===== src/sv/prt_pkg.sv =====
// Package for the prefix reordering tokenizer: token word type, character codes,
// character classes and depth limits. No dependencies.
package prt_pkg;

   // Text and depth limits
   localparam int TEXT_LIMIT = 65536;
   localparam int POS_W      = 16;
   localparam int LEN_W      = 17;
   localparam int DEPTH_BITS = 8;

   localparam logic [POS_W-1:0] POS_MAX   = POS_W'(TEXT_LIMIT - 1);
   localparam logic [LEN_W-1:0] LEN_MAX   = LEN_W'(TEXT_LIMIT);
   localparam logic signed [DEPTH_BITS-1:0] DEPTH_MAX = DEPTH_BITS'((1 << (DEPTH_BITS - 1)) - 1);
   localparam logic signed [DEPTH_BITS-1:0] DEPTH_MIN = DEPTH_BITS'(-(1 << (DEPTH_BITS - 1)));

   // Output queue depth
   localparam int QDEPTH = 6;
   localparam int QCNT_W = 3;

   // Character codes
   localparam logic [7:0] CHR_NUL    = 8'h00;
   localparam logic [7:0] CHR_QUOTE  = 8'h22;
   localparam logic [7:0] CHR_LPAREN = 8'h28;
   localparam logic [7:0] CHR_RPAREN = 8'h29;
   localparam logic [7:0] CHR_STAR   = 8'h2A;
   localparam logic [7:0] CHR_PLUS   = 8'h2B;
   localparam logic [7:0] CHR_MINUS  = 8'h2D;
   localparam logic [7:0] CHR_SLASH  = 8'h2F;
   localparam logic [7:0] CHR_COLON  = 8'h3A;
   localparam logic [7:0] CHR_AT     = 8'h40;
   localparam logic [7:0] CHR_LBRACE = 8'h7B;
   localparam logic [7:0] CHR_RBRACE = 8'h7D;

   // Token kinds
   localparam logic KIND_LITERAL = 1'b0;
   localparam logic KIND_EXPR    = 1'b1;

   // Character class, also the class of the open run
   typedef enum logic [1:0] {
      CLS_NONE  = 2'd0,
      CLS_DIGIT = 2'd1,
      CLS_ALPHA = 2'd2,
      CLS_QUOTE = 2'd3
   } class_type;

   // One result word
   typedef struct packed {
      logic                         kind;
      logic [POS_W-1:0]             start;
      logic [LEN_W-1:0]             length;
      logic signed [DEPTH_BITS-1:0] depth;
      logic                         missing;
      logic                         eot;
   } token_type;

   // Words handed from the core to the output queue in one cycle
   typedef struct packed {
      logic [1:0] num;
      token_type  tok0;
      token_type  tok1;
   } push_type;

   function automatic class_type class_of(input logic [7:0] c);
      class_type cls;
      cls = CLS_NONE;
      if (c inside {[8'h30:8'h39]}) begin
         cls = CLS_DIGIT;
      end else if (c inside {[8'h41:8'h5A], [8'h61:8'h7A]}) begin
         cls = CLS_ALPHA;
      end else if (c == CHR_QUOTE) begin
         cls = CLS_QUOTE;
      end
      return cls;
   endfunction

endpackage


===== src/sv/prefix_reordering_tokenizer_top.sv =====
// Top level of the prefix reordering tokenizer: core plus output queue.
// Depends on prt_pkg, prt_core and prt_queue.
//
//   channel | direction | handshake             | word
//   req     | in        | req_valid / req_ready | req_character
//   rsp     | out       | rsp_valid / rsp_ready | rsp_token_kind .. rsp_end_of_text
//
// A character is registered on accept and worked on in the next cycle; its
// results (zero, one or two words) enter a six-word output queue, so the first
// word can be taken once it has passed the input register and the queue register.
// Sustained rate is one character per cycle while the result side takes one word
// per cycle; the queue drains one word a cycle, which bounds steps that make two.
// req_ready falls when the queue lacks room for two words beyond the one in flight.
// Reset is synchronous, active high, and clears all control and text state.
module prefix_reordering_tokenizer_top (
   input  logic              clock,
   input  logic              reset,
   input  logic              req_valid,
   output logic              req_ready,
   input  logic [7:0]        req_character,
   output logic              rsp_valid,
   input  logic              rsp_ready,
   output logic              rsp_token_kind,
   output logic [15:0]       rsp_token_start,
   output logic [16:0]       rsp_token_length,
   output logic signed [7:0] rsp_nesting_depth,
   output logic              rsp_missing_operand,
   output logic              rsp_end_of_text
);

   prt_pkg::push_type          push;
   prt_pkg::token_type         head;
   logic [prt_pkg::QCNT_W-1:0] count;

   prt_core u_core (
      .clock         (clock),
      .reset         (reset),
      .req_valid     (req_valid),
      .req_ready     (req_ready),
      .req_character (req_character),
      .count         (count),
      .push          (push)
   );

   prt_queue u_queue (
      .clock     (clock),
      .reset     (reset),
      .push      (push),
      .count     (count),
      .rsp_valid (rsp_valid),
      .rsp_ready (rsp_ready),
      .head      (head)
   );

   // result word fields
   assign rsp_token_kind      = head.kind;
   assign rsp_token_start     = head.start;
   assign rsp_token_length    = head.length;
   assign rsp_nesting_depth   = head.depth;
   assign rsp_missing_operand = head.missing;
   assign rsp_end_of_text     = head.eot;

endmodule


===== src/sv/prt_queue.sv =====
// Output queue of the tokenizer: a shift queue of result words, up to two
// written per cycle, one read per cycle at the head. Depends on prt_pkg.
module prt_queue (
   input  logic                       clock,
   input  logic                       reset,
   input  prt_pkg::push_type          push,
   output logic [prt_pkg::QCNT_W-1:0] count,
   output logic                       rsp_valid,
   input  logic                       rsp_ready,
   output prt_pkg::token_type         head
);

   prt_pkg::token_type               q_ff [prt_pkg::QDEPTH];
   prt_pkg::token_type               q_in [prt_pkg::QDEPTH];
   logic [prt_pkg::QCNT_W-1:0]       count_ff, count_in;
   logic [prt_pkg::QCNT_W-1:0]       base;
   logic                             pop;

   assign pop       = rsp_valid && rsp_ready;
   assign rsp_valid = (count_ff != '0);
   assign head      = q_ff[0];
   assign count     = count_ff;
   assign base      = count_ff - prt_pkg::QCNT_W'(pop);

   // shift on pop, then append new words behind the survivors
   always_comb begin
      for (int i = 0; i < prt_pkg::QDEPTH; i++) begin
         if (pop && (i < prt_pkg::QDEPTH - 1)) begin
            q_in[i] = q_ff[i + 1];
         end else begin
            q_in[i] = q_ff[i];
         end
         if ((push.num != 2'd0) && (prt_pkg::QCNT_W'(i) == base)) begin
            q_in[i] = push.tok0;
         end
         if ((push.num == 2'd2) && (prt_pkg::QCNT_W'(i) == base + 1'b1)) begin
            q_in[i] = push.tok1;
         end
      end
      count_in = base + prt_pkg::QCNT_W'(push.num);
   end

   always_ff @(posedge clock) begin
      if (reset) begin
         count_ff <= '0;
      end else begin
         count_ff <= count_in;
      end
   end

   always_ff @(posedge clock) begin
      for (int i = 0; i < prt_pkg::QDEPTH; i++) begin
         q_ff[i] <= q_in[i];
      end
   end

   // fill level stays within the queue
   a_count_range: assert property (@(posedge clock) disable iff (reset)
      count_ff <= prt_pkg::QCNT_W'(prt_pkg::QDEPTH))
      else $error("output queue count out of range");

   // pushes never overrun the queue
   a_no_overflow: assert property (@(posedge clock) disable iff (reset)
      ({1'b0, base} + {2'b00, push.num}) <= (prt_pkg::QCNT_W + 1)'(prt_pkg::QDEPTH))
      else $error("output queue overflow");

   // count follows pushes and pops
   a_count_track: assert property (@(posedge clock) disable iff (reset)
      1'b1 |=> count_ff == $past(count_ff) - prt_pkg::QCNT_W'($past(pop))
                           + prt_pkg::QCNT_W'($past(push.num)))
      else $error("output queue count mismatch");

endmodule


===== src/sv/prt_core.sv =====
// Tokenizer core: input register, run and nesting state, held token and the
// prefix reordering; hands up to two words per cycle to the queue. Depends on prt_pkg.
module prt_core (
   input  logic                       clock,
   input  logic                       reset,
   input  logic                       req_valid,
   output logic                       req_ready,
   input  logic [7:0]                 req_character,
   input  logic [prt_pkg::QCNT_W-1:0] count,
   output prt_pkg::push_type          push
);

   localparam int PW = prt_pkg::POS_W;
   localparam int LW = prt_pkg::LEN_W;
   localparam int DW = prt_pkg::DEPTH_BITS;

   // input register
   logic       s1_valid_ff;
   logic [7:0] s1_char_ff;

   // tokenizer state
   logic [PW-1:0]           position_ff, position_in;
   prt_pkg::class_type      run_class_ff, run_class_in;
   logic [PW-1:0]           run_start_ff, run_start_in;
   logic [LW-1:0]           run_length_ff, run_length_in;
   logic signed [DW-1:0]    depth_ff, depth_in;
   logic                    held_valid_ff, held_valid_in;
   prt_pkg::token_type      held_ff, held_in;

   logic                    accept;
   prt_pkg::class_type      cls;
   prt_pkg::token_type      tok0, tok1, run_tok, chr_tok;
   logic [1:0]              emit_num;
   logic                    done;
   logic signed [DW-1:0]    depth_up, depth_dn;

   // room for this word's results plus the one in the input register
   assign req_ready = !reset
                      && (({1'b0, count} + (s1_valid_ff ? 4'd2 : 4'd0))
                          <= (prt_pkg::QCNT_W + 1)'(prt_pkg::QDEPTH - 2));
   assign accept    = req_valid && req_ready;

   always_ff @(posedge clock) begin
      if (reset) begin
         s1_valid_ff <= 1'b0;
      end else begin
         s1_valid_ff <= accept;
      end
   end

   always_ff @(posedge clock) begin
      if (accept) begin
         s1_char_ff <= req_character;
      end
   end

   assign cls      = prt_pkg::class_of(s1_char_ff);
   assign depth_up = (depth_ff == prt_pkg::DEPTH_MAX) ? depth_ff : depth_ff + DW'(1);
   assign depth_dn = (depth_ff == prt_pkg::DEPTH_MIN) ? depth_ff : depth_ff - DW'(1);

   // one character step
   always_comb begin
      position_in   = position_ff;
      run_class_in  = run_class_ff;
      run_start_in  = run_start_ff;
      run_length_in = run_length_ff;
      depth_in      = depth_ff;
      held_valid_in = held_valid_ff;
      held_in       = held_ff;
      tok0          = '0;
      tok1          = '0;
      run_tok       = '0;
      emit_num      = 2'd0;
      done          = 1'b0;

      chr_tok         = '0;
      chr_tok.kind    = prt_pkg::KIND_EXPR;
      chr_tok.start   = position_ff;
      chr_tok.length  = LW'(1);
      chr_tok.depth   = depth_ff;

      if (s1_valid_ff) begin
         if (position_ff != prt_pkg::POS_MAX) begin
            position_in = position_ff + 1'b1;
         end

         // extend an open run
         if (run_class_ff == prt_pkg::CLS_QUOTE && s1_char_ff != prt_pkg::CHR_NUL) begin
            if (run_length_ff != prt_pkg::LEN_MAX) begin
               run_length_in = run_length_ff + 1'b1;
            end
            done = 1'b1;
         end else if (run_class_ff != prt_pkg::CLS_NONE && cls == run_class_ff) begin
            if (run_length_ff != prt_pkg::LEN_MAX) begin
               run_length_in = run_length_ff + 1'b1;
            end
            done = 1'b1;
         end

         // close the run: a closing quote, a class change or end of text
         run_tok.kind   = prt_pkg::KIND_LITERAL;
         run_tok.start  = run_start_ff;
         run_tok.length = run_length_in;
         run_tok.depth  = depth_ff;
         if ((run_class_ff == prt_pkg::CLS_QUOTE && s1_char_ff == prt_pkg::CHR_QUOTE)
             || (run_class_ff != prt_pkg::CLS_NONE && !done)) begin
            if (held_valid_ff) begin
               tok0     = held_ff;
               emit_num = 2'd1;
            end
            held_in       = run_tok;
            held_valid_in = 1'b1;
            run_class_in  = prt_pkg::CLS_NONE;
         end

         if (!done) begin
            if (s1_char_ff == prt_pkg::CHR_NUL) begin
               // flush the held word and restart the text
               if (held_valid_in) begin
                  if (emit_num == 2'd0) begin
                     tok0     = held_in;
                     tok0.eot = 1'b1;
                  end else begin
                     tok1     = held_in;
                     tok1.eot = 1'b1;
                  end
                  emit_num = emit_num + 2'd1;
               end
               position_in   = '0;
               run_class_in  = prt_pkg::CLS_NONE;
               run_start_in  = '0;
               run_length_in = '0;
               depth_in      = '0;
               held_valid_in = 1'b0;
               held_in       = '0;
            end else if (cls != prt_pkg::CLS_NONE) begin
               run_class_in  = cls;
               run_start_in  = position_ff;
               run_length_in = LW'(1);
            end else begin
               case (s1_char_ff)
                  prt_pkg::CHR_LPAREN, prt_pkg::CHR_LBRACE: begin
                     if (held_valid_in) begin
                        if (emit_num == 2'd0) begin
                           tok0 = held_in;
                        end else begin
                           tok1 = held_in;
                        end
                        emit_num = emit_num + 2'd1;
                     end
                     held_in       = chr_tok;
                     held_valid_in = 1'b1;
                     depth_in      = depth_up;
                  end
                  prt_pkg::CHR_RPAREN, prt_pkg::CHR_RBRACE: begin
                     depth_in = depth_dn;
                  end
                  prt_pkg::CHR_PLUS, prt_pkg::CHR_MINUS, prt_pkg::CHR_STAR,
                  prt_pkg::CHR_SLASH, prt_pkg::CHR_AT, prt_pkg::CHR_COLON: begin
                     // operator first, operand sinks a level; if none, held as missing
                     if (held_valid_in) begin
                        if (emit_num == 2'd0) begin
                           tok0 = chr_tok;
                        end else begin
                           tok1 = chr_tok;
                        end
                        emit_num      = emit_num + 2'd1;
                        held_in.depth = depth_up;
                     end else begin
                        held_in         = chr_tok;
                        held_in.missing = 1'b1;
                        held_valid_in   = 1'b1;
                     end
                  end
                  default: begin
                  end
               endcase
            end
         end
      end
   end

   assign push.num  = emit_num;
   assign push.tok0 = tok0;
   assign push.tok1 = tok1;

   always_ff @(posedge clock) begin
      if (reset) begin
         position_ff   <= '0;
         run_class_ff  <= prt_pkg::CLS_NONE;
         run_start_ff  <= '0;
         run_length_ff <= '0;
         depth_ff      <= '0;
         held_valid_ff <= 1'b0;
         held_ff       <= '0;
      end else begin
         position_ff   <= position_in;
         run_class_ff  <= run_class_in;
         run_start_ff  <= run_start_in;
         run_length_ff <= run_length_in;
         depth_ff      <= depth_in;
         held_valid_ff <= held_valid_in;
         held_ff       <= held_in;
      end
   end

   // end of text returns the core to its reset state
   a_nul_restart: assert property (@(posedge clock) disable iff (reset)
      (s1_valid_ff && s1_char_ff == prt_pkg::CHR_NUL)
      |=> (position_ff == '0 && !held_valid_ff && run_class_ff == prt_pkg::CLS_NONE))
      else $error("core not cleared after end of text");

   // the end mark rides only on words caused by NUL
   a_eot_on_nul: assert property (@(posedge clock) disable iff (reset)
      ((emit_num != 2'd0 && tok0.eot) || (emit_num == 2'd2 && tok1.eot))
      |-> (s1_valid_ff && s1_char_ff == prt_pkg::CHR_NUL))
      else $error("end of text mark without NUL");

   // nothing is produced without a character in the input register
   a_emit_needs_item: assert property (@(posedge clock) disable iff (reset)
      (emit_num != 2'd0) |-> s1_valid_ff)
      else $error("word emitted with no character");

endmodule

===== config.mk =====
export PLATFORM = sky130hd
export DESIGN_NAME = prefix_reordering_tokenizer_top
export DESIGN_NICKNAME = d
export VERILOG_FILES = /design/src/sv/prt_pkg.sv /design/src/sv/prefix_reordering_tokenizer_top.sv /design/src/sv/prt_queue.sv /design/src/sv/prt_core.sv
export SDC_FILE = /design/constraint.sdc
export NUM_CORES = 1
export LEC_CHECK = 0
export BUFFER_PORTS_ARGS = -buffer_cell sky130_fd_sc_hd__buf_2
export CORE_ASPECT_RATIO = 0.6
export CORE_UTILIZATION = 48
export CTS_BUF_LIST = sky130_fd_sc_hd__clkbuf_4 sky130_fd_sc_hd__clkbuf_8
export DETAILED_ROUTE_END_ITERATION = 16
export PLACE_DENSITY_LB_ADDON = 0.12
export SETUP_SLACK_MARGIN = 0.05
export SKIP_LAST_GASP = 1
export SYNTH_ARGS = -nofsm -noshare
export SYNTH_HDL_FRONTEND = slang
export SYNTH_HIERARCHICAL = 1
export SYNTH_SLANG_ARGS = --single-unit

===== constraint.sdc =====
create_clock -name clock -period 18.15 [get_ports clock]
set_input_delay 4.5375 -clock clock [delete_from_list [all_inputs] [get_ports clock]]
set_output_delay 4.5375 -clock clock [all_outputs]
set_load 0.01 [all_outputs]

# Yosys cells after proc, flatten, opt, wreduce, memory -nomap -nowiden
# Memory sizes are Yosys's and may differ from the RTL's.
# Index checks and enable logic that the tools add are counted.
# totals
n_memories,1
out_inout_bits,46
inputBits,12
ramBits,264
wordCells,197
reg_bits,116
# memory_table
memory,words,width,rd,rd_ports_with_merged_regs,wr,line,text
u_queue.q_ff,6,44,6,0,6,prt_queue.sv:13,prt_pkg::token_type q_ff [prt_pkg::QDEPTH];
# classes
n_lt_le_gt_ge,7
muxes,91
addsub,9
bitwise_logic,1
eq_ne,30
reduce_logical,43
# ops
operator,count
$mux W44,43
$pmux W44 S2,3
$mux W17,6
$mux W16,5
$eq A8 B6 Y1 const B,8
$mux W8,5
$mux W2,17
$mux W34,1
$eq A8 B7 Y1 const B,3
$logic_and A1 B1 Y1,22
$add A17 B1 Y17 const B,1
$ne A17 B17 Y1 const B,1
$add A16 B1 Y16 const B,1
$eq A8 B8 Y1 const B,2
$ge A8 B7 Y1 const B,2
$le A8 B7 Y1 const B,2
$ne A16 B16 Y1 const B,1
$pmux W8 S2,1
$eq A2 B3 Y1 const A,4
$eq A3 B3 Y1 const A,4
$mux W1,10
$reduce_bool A2 Y1,5
$add A8 B2 Y8 const B,1
$ge A8 B6 Y1 const B,1
26 further kinds,32

# Depth between registers and ports, before layout
# depth
depth_word,26
mapped_depth,22
depth_no_buf,16

# Modules after synthesis
# The synthesis kept the hierarchy.
# by_module_without_submodules
mod,seq_area_each_um2,cells_per_inst,area_each_um2,n_inst
prt_queue,7987.7,1479,15075.7,1
prt_core,2342.2,1234,8802.2,1

# Least setup slack after synthesis
# Ideal clock, no wire load.
# synth_path
path_kind,input port to flip-flop
startpoint,input rsp_ready
endpoint,memory u_queue/q_ff[3][0] (netlist name) (enable)
arrival_time_ps,11010
path_buffers,2
slack_ps,6542
required_ps,17552
setup_ps,598
path_stages,8
cell_sequence,nand2_1 inv_1 ha_1 ha_1 or2_2 buf_2 buf_2 o311ai_0
# synth_rtl
element,line,text
"start, declared",prefix_reordering_tokenizer_top.sv:22,"input logic rsp_ready,"
"end, declared",prt_queue.sv:13,

==> results.json <==
{
  "die_area_um2": 50700,
  "max_clock_freq_mhz": 97.8,
  "netlist.area_leader.share_pct": 34.2,
  "cts-htree-levels": 2,
  "largest_family_of_logic_cells_by_synthesized_area": "compound AO/OA/AOI/OAI gates",
  "clock_sink_count": 380,
  "cts_resized": 0,
  "rows": 62,
  "power.sequential.fraction_pct": 43.5,
  "sw_power_mw": 0.988,
  "setup_slack_ns": 7.92,
  "power.density_nw_per_um2": 100,
  "avgSynthCellArea_um2": 8.80,
  "worst-path-max-fanout": 52,
  "portBuffers": 57,
  "globalRouteMet1Util_pct": 48.3,
  "vdd.ir_drop.worst_mv": 0.128,
  "total_leakage_power_nw": 8.05,
  "synth_simple_gate_area_share_pct": 21.5,
  "cts_setup_buffers": 0,
  "gp_routability_congestion": 0.976,
  "floorplan.io_pins": 58,
  "critPathRequiredTime_ns": 18.44,
  "yosys.area.top_type": "sky130_fd_sc_hd__edfxtp_1",
  "drive_above_1_share_pct": 12.9,
  "synth-async-reset-ratio_pct": 0,
  "worst_setup_hold_path_clk_slew_ns": 0.07,
  "muxShareOfSynthArea_pct": 3.29,
  "first_global_vias": 21000,
  "number_of_flip_flops_and_latches_in_the_synthesized_netlist": 380,
  "fin_tns_setup_ns": 0,
  "final_antenna_net_count": 0,
  "worst-slew-pin-transition_ns": 1.31,
  "tritoncts": "built",
  "worstSetupPathType": "in2reg",
  "detail_route.wirelength_um": 85000,
  "remaining_drc_errors": 0,
  "net_count_synth": 2741,
  "routedWlPerCell_um": 25.8,
  "setup-violations-final": 0,
  "max-slew-margin-rel_pct": 11.8,
  "antenna_found_initial": 3,
  "layout_commonest_cell": "sky130_fd_sc_hd__nor2_1",
  "hold_violations": 0,
  "min-delay-path-class": "reg2reg",
  "synthesis.yosys.warnings": 6,
  "place_hpwl_um": 53200,
  "type_of_destination_of_the_critical_path": "register",
  "detailroute.via_count": 23100,
  "synth_compound_gate_area_share_pct": 23.2,
  "cts_made_buffers": 60,
  "postCtsHoldBufs": 0,
  "worst-endpoint-arrival_ns": 10.51,
  "grt-ovfl-total": 0,
  "ff2ff_setup_slack_ns": 10.81,
  "dieWidth_um": 290,
  "synth.area.top_cells": "sky130_fd_sc_hd__edfxtp_1, sky130_fd_sc_hd__dfxtp_1, sky130_fd_sc_hd__a31oi_1",
  "worst_clock_skew_ns": 0.0405,
  "drt_first_iter_violations": 3715,
  "gr-usage-met2_pct": 46.8,
  "synth-edff-count": 272,
  "areaGrowthSynthToFinish_pct": 6.93,
  "finalMaxSlewViolations": 0,
  "layout.core_utilization_pct": 52.7,
  "maxCapViolations": 0,
  "critPathLaunchType": "primary input",
  "placeableCoreArea_um2": 48500,
  "final.min_clock_period_ns": 10.23,
  "synth.cell_area_um2": 23900,
  "clock_power_share_pct": 29.4,
  "internal_power_mw": 1.57,
  "maximum_number_of_buffers_from_clock_root_to_sink": 3,
  "floorplan.die.height_um": 175,
  "grt.total_usage_pct": 32.5,
  "antenna_cells_inserted": 0,
  "layout.cells.most_common_list": "sky130_fd_sc_hd__nor2_1, sky130_fd_sc_hd__edfxtp_1, sky130_fd_sc_hd__a31oi_1, sky130_fd_sc_hd__nor3_1, sky130_fd_sc_hd__nand3_1",
  "initial_utilization_pct": 49.2,
  "yosys_most_used_dff": "sky130_fd_sc_hd__edfxtp_1",
  "yosys.area_share.adder_pct": 0.870,
  "final_nets": 2636,
  "detail_route.first_pass.iterations": 6,
  "place_ws_ns": 7.42,
  "postSynthCellCount": 2713,
  "run_status": "completed",
  "grt_first_pass_wirelength_um": 130000,
  "power.share.switching_pct": 38.6,
  "clkLatencyLatePin_ns": 0.68,
  "holdWs_ns": 0.479,
  "clk_root_buf": "sky130_fd_sc_hd__clkbuf_8",
  "final.period_utilization_pct": 56.3,
  "post_drt_via_cell_ratio": 7.03,
  "grt_use_met3_pct": 7.42,
  "global_route.peak_usage_layer": "met1",
  "yosys.area_share.xor_xnor_pct": 1.06,
  "grt_setup_unrepaired": "no",
  "synthDistinctLibCells": 89,
  "largest_net_degree_at_the_start_of_global_routing": 248,
  "synth_sequential_area_ratio_pct": 43.3,
  "p_comb_share_pct": 27.1
}
metrics by stage:
| stage | cell area [um2] | total power, mW | instances |
|---|---|---|---|
| final | 25500 | 2.56 | 3290 |
| after global routing | 25500 | 2.65 | 3290 |
| after CTS | 25500 | 2.55 | 3290 |
| after detailed placement | 24400 | 1.80 | 3186 |
| after global placement | 24400 | 1.79 | 3186 |
| after floorplan | 23900 | 1.63 | 2713 |
path summary, 6_finish.rpt:
check,start,end,depth (start not counted)
worst max-delay path,rsp_ready,u_queue/q_ff[3][26]$_DFFE_PP_,12
worst min-delay path,u_core/run_start_ff[13]$_SDFFE_PP0P_,u_core/run_start_ff[13]$_SDFFE_PP0P_,2
worst max register to register,u_core/s1_char_ff[2]$_DFFE_PP_,u_queue/q_ff[2][12]$_DFFE_PP_,17
worst min register to register,u_core/run_start_ff[13]$_SDFFE_PP0P_,u_core/run_start_ff[13]$_SDFFE_PP0P_,2
power groups by stage:
| stage | Clock (mW) | Combinational [mW] | Sequential, mW |
|---|---|---|---|
| detailed placement | 0 | 0.673 | 1.13 |
| CTS | 0.765 | 0.674 | 1.11 |
| global route | 0.796 | 0.738 | 1.12 |
| floorplan | 0 | 0.494 | 1.14 |
| global placement | 0 | 0.659 | 1.13 |
| finish | 0.753 | 0.693 | 1.11 |
state kept, by name (all words and copies together), names as in the netlist:
name and count:
u_core/depth_ff 8, u_core/held_valid_ff 1, u_core/held_ff 44, u_core/run_class_ff 2, u_core/position_ff 16, u_queue/q_ff 264, u_core/run_start_ff 16, u_core/s1_char_ff 8
u_core/run_length_ff 17, u_queue/count 3, u_core/s1_valid_ff 1
critical path: stages:
cell	delay, ns
sky130_fd_sc_hd__buf_2	0.12
sky130_fd_sc_hd__nand2_1	0.24
sky130_fd_sc_hd__inv_1	0.09
sky130_fd_sc_hd__ha_1	0.20
sky130_fd_sc_hd__ha_2	0.64
sky130_fd_sc_hd__or2_2	0.48
sky130_fd_sc_hd__inv_2	0.64
sky130_fd_sc_hd__ha_1	0.42
sky130_fd_sc_hd__nand4bb_2	1.15
sky130_fd_sc_hd__nand2b_2	1.11
sky130_fd_sc_hd__o311ai_2	0.28
sky130_fd_sc_hd__buf_4	0.57
synthesized netlist by cell type, types with 6 or more instances:
master / instances
sky130_fd_sc_hd__nor2_1: 305
sky130_fd_sc_hd__edfxtp_1: 272
sky130_fd_sc_hd__a31oi_1: 229
sky130_fd_sc_hd__clkbuf_1: 187
sky130_fd_sc_hd__nor3_1: 173
sky130_fd_sc_hd__nand3_1: 138
sky130_fd_sc_hd__o31ai_1: 136
sky130_fd_sc_hd__o21ai_0: 132
sky130_fd_sc_hd__nand2_1: 122
sky130_fd_sc_hd__dfxtp_1: 108
sky130_fd_sc_hd__a21oi_1: 103
sky130_fd_sc_hd__or4_1: 89
sky130_fd_sc_hd__buf_2: 80
sky130_fd_sc_hd__inv_1: 68
sky130_fd_sc_hd__nand4_1: 60
sky130_fd_sc_hd__mux2_2: 54
sky130_fd_sc_hd__a22oi_1: 47
sky130_fd_sc_hd__a221oi_1: 35
sky130_fd_sc_hd__a211oi_1: 24
sky130_fd_sc_hd__a311oi_1: 23
sky130_fd_sc_hd__nor4_1: 22
sky130_fd_sc_hd__buf_1: 16
sky130_fd_sc_hd__buf_4: 15
sky130_fd_sc_hd__ha_1: 15
sky130_fd_sc_hd__and3_1: 14
sky130_fd_sc_hd__o22ai_1: 14
sky130_fd_sc_hd__or3_1: 14
sky130_fd_sc_hd__xor2_1: 14
sky130_fd_sc_hd__xnor2_1: 13
sky130_fd_sc_hd__mux2_1: 10
sky130_fd_sc_hd__and2_1: 9
sky130_fd_sc_hd__buf_6: 9
sky130_fd_sc_hd__nand2b_1: 9
sky130_fd_sc_hd__a21o_1: 8
sky130_fd_sc_hd__nand3b_1: 8
sky130_fd_sc_hd__and4_1: 7
sky130_fd_sc_hd__nor2b_1: 7
sky130_fd_sc_hd__a22o_1: 6
sky130_fd_sc_hd__o211a_1: 6
sky130_fd_sc_hd__o211ai_1: 6
cell families after synthesis:
logic type      count (synthesis)
buf+inv                       378
xor+xnor                       28
simple gates                 1012
compound gates                829
flops                         380
fa+ha+maj                      16
mux                            70
layout make-up:
type,instances,area [um2]
fillers,4366,23000
multi-input cells,1955,12000
flip-flops and latches,380,10300
clock buffers,81,1020
repair buffers,140,921
well taps,640,801
inverters,71,272
clock inverters,23,141
routing by layer:
layer	part of all wire, %	up-vias
li1	-	10300
met1	44	11200
met2	42	1444
met3	11	180
met4	2.6	0
met5	0	-
No activity file was read; power rests on OpenSTA's default activity.
